<file path="src/rtl/tlbpt_pkg.sv">
// tlbpt_pkg: shared types and constants for the tlb page table translator
// no dependencies; used by the interfaces, the tlb cell and the top level
package tlbpt_pkg;

  localparam int ADDR_W     = 16;  // logical and physical address fields
  localparam int EV_PAGE_W  = 8;   // evicted page field
  localparam int FC_W       = 9;   // frame_count register
  localparam int CFG_DATA_W = 32;
  localparam int CFG_ADDR_W = 3;

  localparam logic [FC_W-1:0] FRAME_COUNT_RESET = FC_W'(128);

  // register indexes on the configuration port
  typedef enum logic {
    REG_FRAME_COUNT = 1'b0
  } cfg_reg_t;

  // control handed to every tlb cell in the same cycle
  typedef struct packed {
    logic shift;  // new entry enters cell 0, every cell takes its left neighbor
    logic drop;   // invalidate entries holding drop_page
  } tlb_ctl_t;

endpackage

</file>
<file path="src/rtl/tlbpt_cell.sv">
// tlbpt_cell: one tlb entry; compares against the lookup page and shifts
// its entry to the right neighbor on insert. depends on tlbpt_pkg
module tlbpt_cell #(
  parameter int PAGE_BITS  = 8,
  parameter int FRAME_BITS = 8
) (
  input  logic                    clk,
  input  logic                    rst_n,
  input  tlbpt_pkg::tlb_ctl_t     ctl,
  input  logic [PAGE_BITS-1:0]    drop_page,
  input  logic [PAGE_BITS-1:0]    key,
  input  logic                    left_valid,
  input  logic [PAGE_BITS-1:0]    left_page,
  input  logic [FRAME_BITS-1:0]   left_frame,
  output logic                    valid,
  output logic [PAGE_BITS-1:0]    page,
  output logic [FRAME_BITS-1:0]   frame,
  output logic                    match
);

  logic                  valid_r, valid_nxt;
  logic [PAGE_BITS-1:0]  page_r, page_nxt;
  logic [FRAME_BITS-1:0] frame_r, frame_nxt;
  logic                  src_valid;

  always_comb begin
    src_valid = ctl.shift ? left_valid : valid_r;
    page_nxt  = ctl.shift ? left_page  : page_r;
    frame_nxt = ctl.shift ? left_frame : frame_r;
    valid_nxt = src_valid && !(ctl.drop && (page_nxt == drop_page));
  end

  always_ff @(posedge clk) begin
    if (!rst_n) begin
      valid_r <= 1'b0;
    end else begin
      valid_r <= valid_nxt;
    end
    page_r  <= page_nxt;
    frame_r <= frame_nxt;
  end

  assign valid = valid_r;
  assign page  = page_r;
  assign frame = frame_r;
  assign match = valid_r && (page_r == key);

endmodule

</file>
<file path="config.mk">
export PLATFORM = sky130hd
export DESIGN_NAME = tlbpt_cell
export DESIGN_NICKNAME = d
export VERILOG_FILES = /design/src/rtl/tlbpt_pkg.sv /design/src/rtl/tlbpt_cell.sv
export SDC_FILE = /design/constraint.sdc
export NUM_CORES = 1
export LEC_CHECK = 0
export BUFFER_PORTS_ARGS = -buffer_cell sky130_fd_sc_hd__buf_2
export CAP_MARGIN = 20
export CORE_MARGIN = 2
export CORE_UTILIZATION = 35
export DETAILED_ROUTE_END_ITERATION = 16
export GPL_TIMING_DRIVEN = 1
export PLACE_DENSITY = 0.73
export SYNTH_ARGS = -nofsm -noshare
export SYNTH_HDL_FRONTEND = slang
export SYNTH_SLANG_ARGS = --single-unit
</file>
<file path="constraint.sdc">
create_clock -name clk -period 1.17 [get_ports clk]
set_input_delay 0.117 -clock clk [delete_from_list [all_inputs] [get_ports clk]]
set_output_delay 0.117 -clock clk [all_outputs]
set_load 0.01 [all_outputs]
</file>
==> summary.md <==
| Metric | Value |
|---|---|
| Result of the run | finished, violations left |
| Violations in the final reports | negative setup slack |
| Average via count per standard cell | ~4.3 |
| Worst Setup Start Kind | flop |
| Post-placement worst setup slack | -0.214 ns |
| TritonCTS clock tree | done |
| Classification of the worst-slack hold path | in -> reg |
| Effective utilization at floorplan | 37.2% |
| Clock root buffer | sky130_fd_sc_hd__clkbuf_4 |
| Global-route wire length before repair | around 2.6 mm |
| Setup skew after layout | 0.00180 ns |
| Final Critical Period | 1.47 ns |
| Most frequent cells in the layout | sky130_fd_sc_hd__buf_2, sky130_fd_sc_hd__xor2_1, sky130_fd_sc_hd__edfxtp_1, sky130_fd_sc_hd__dlygate4sd3_1, sky130_fd_sc_hd__mux2_2 |
| Residual overflow from global routing | 0 |
| Post-route worst setup slack | -0.298 ns |
| Number of flip-flops and latches in the synthesized netlist | 17 |
| Final hold vios | 0 |
| Headroom to the max-slew limit | 83.5% |
| Cell area power density | about 1100 nW/um^2 |
| Number of nets produced by synthesis | 90 |
| Global routing usage summed across all routing layers | 13.7% |
| Post-CTS setup repair buffer count | 0 |
| Drc violations | 0 |
| Largest fanout on the critical path | 3 |
| Clock transition at the register clock pins on the worst setup and hold paths after CTS | 0.10 ns |
| Fraction of layout instances using a drive strength above 1 | 65.3% |
| CTS Sinks | 17 |
| Number of buffers created by CTS | 3 |
| Wirelength, routed | around 1.7 mm |
| Relative area change from synthesis to final layout | 61.4% |
| Number of diodes added for antenna fixing | 0 |
| Pins Over Slew Limit | 0 |
| Max-cap violations | 0 |
| Most frequent standard cell in the layout excluding fill and tap cells | sky130_fd_sc_hd__buf_2 |
| Reported leakage power | approximately 0.57 nW |
| Mapped Cells | 53 |
| Floorplan die height | approximately 50 um |
| Net count of the finished layout | about 160 |
| Number of H-tree levels | 1 |
| Number of optimization iterations in the first detailed-route pass | 1 |
| Routed len/inst | about 12 um |
| Via count of the first global-routing pass | 646 |
| Achievable clock frequency | 0.681 GHz |
| Quantity of I/O buffers inserted on ports | 54 |
| Floorplan core area | 1980 um^2 |
| Number of antenna violations at the first check in global routing | 0 |
| Maximum single-stage delay on the critical path | 0.37 ns |
| Post-synthesis area per instance | 13.9 um^2 |
| Overall die area | 2490 um^2 |
| WS Path Type | reg -> out |
| Peak supply drop | 800 uV |
| Cell-by-cell listing of the critical path | xnor2_2, nand4_1, nor4_2, and3_1, buf_2 |
| Filler cell count | 166 |
| Largest net degree at the start of global routing | 11 |
| Data required time of the critical path | 1.05 ns |
| Transition time of the tightest slew-check pin | 0.248 ns |
| Number of primary I/O pins | 55 |
| Crit share post-route | 125% |
| Remaining antenna violation count | 0 |
| Data arrival time at the worst-slack endpoint | 1.35 ns |
| Latest clock arrival within the worst-skew pair | 0.28 ns |
| Post-synthesis instance area | 738 um^2 |
| Sequential share of the synthesized area | a little under three fifths |
| DRT iter0 DRCs | 0 |
| Final count of negative-setup-slack endpoints | 2 |
| Number of cell rows | 16 |
| Number of library cell types mapped by synthesis | 17 |
| Final Wtd Congestion | 0.691 |
| Kind of end point of the critical path | output pin |
| Setup repair after global routing missed its margin | yes |
| Overall Power | 1.34 mW |
| Total vias in the final route | 634 |
| Synth warn | 0 |
| Horizontal die dimension | 49.9 um |
| Critical Path Slowest Stage Cell | sky130_fd_sc_hd__dfxtp_4 |
| Deepest clock path buffer count | 2 |
-- where the power goes --
group	internal (mW)	leakage, nW	switching (mW)
registers	0.681	0.154	0.0326
logic	0.186	0.405	0.137
clock network	0.132	0.0150	0.174
total	0.999	0.575	0.343
-- state kept, by name, indices dropped and copies added (netlist names) --
register  count
frame         8
page          8
valid         1
-- synthesized netlist by cell type --
cell type                  instances  area share, %
sky130_fd_sc_hd__xnor2_1           5            5.9
sky130_fd_sc_hd__and3_1            1           0.85
sky130_fd_sc_hd__mux2_2            7             11
sky130_fd_sc_hd__nor3_1            1           0.68
sky130_fd_sc_hd__edfxtp_1          8             33
sky130_fd_sc_hd__mux2_4            2            4.1
sky130_fd_sc_hd__buf_6             1            1.5
sky130_fd_sc_hd__xor2_1           10             12
sky130_fd_sc_hd__nor4_2            1            1.7
sky130_fd_sc_hd__and3b_1           1            1.2
sky130_fd_sc_hd__nor4_1            1           0.85
sky130_fd_sc_hd__a31oi_1           1           0.85
sky130_fd_sc_hd__nor2_1            1           0.51
sky130_fd_sc_hd__nand4_1           1           0.85
sky130_fd_sc_hd__dfxtp_1           9             24
sky130_fd_sc_hd__inv_1             1           0.51
sky130_fd_sc_hd__nand2_1           2            1.0
-- per-stage QoR --
| stage | instance area (um^2) | hold slack (ns) | TNS (ns) | instances | utilization (%) |
|---|---|---|---|---|---|
| final | 1190 | 0.0140 | -0.364 | 148 | 60.1 |
| after global routing | 1190 | 0.00671 | -0.565 | 148 | 60.1 |
| after detailed placement | 1060 | 0.296 | -0.286 | 137 | 53.7 |
| after global placement | 1060 | 0.296 | -0.217 | 137 | 53.7 |
| after CTS | 1110 | 0.00589 | -0.411 | 141 | 56.1 |
| after floorplan | 741 | 0.216 | -0.0318 | 53 | - |
-- kinds of logic after synthesis --
| family | after synthesis | synth area share (%) |
|---|---|---|
| AO/OA/AOI/OAI | 1 | 0.848 |
| multiplexers | 9 | 14.7 |
| flip-flops | 17 | 56.9 |
| XOR/XNOR | 15 | 17.8 |
| AND/OR/NAND/NOR | 9 | 7.63 |
| buffers and inverters | 2 | 2.03 |
-- critical path, delay by kind of cell (launching register included) --
kind,cells,cell delay [ns]
and+or+nand+nor,3,0.46
DFF,1,0.37
buffers and inverters,1,0.12
xor gates and xnor gates,1,0.13
-- layer usage --
layer / up-vias / track usage (%) / share of wire, %
met1: 269 / 16.1 / 42
met3: 2 / 5.45 / 10
met4: 0 / 4.17 / 0.59
met5: - / 0 / 0
met2: 42 / 22.9 / 47
li1: 321 / - / -
-- final timing paths --
| check | from | cells after the start | to | slack, ns |
|---|---|---|---|---|
| min reg2reg | page[3] | 1 | page[3] | 0.53 |
| max | page[0] | 5 | match | -0.30 |
| min | left_frame[3] | 1 | frame[3] | 0.01 |
| max reg2reg | page[6] | 4 | valid | -0.07 |
-- area by class of cell --
type / instances / area, um^2 / area share [%]
Tap cell: 27 / 33.8 / 2.84
Inverter: 1 / 3.75 / 0.315
Timing Repair Buffer: 65 / 370 / 31.1
Multi-Input combinational cell: 34 / 328 / 27.5
Clock buffer: 4 / 26.3 / 2.21
Sequential cell: 17 / 429 / 36.0
-- timing repair --
action | CTS | global route
pin swaps | 1 | 1
resized for setup | 6 | 2
cloned | 0 | 0
setup endpoints to repair | 2 | 2
hold buffers | 0 | 7
hold endpoints to repair | 0 | 7
No activity file was read; power rests on OpenSTA's default activity.
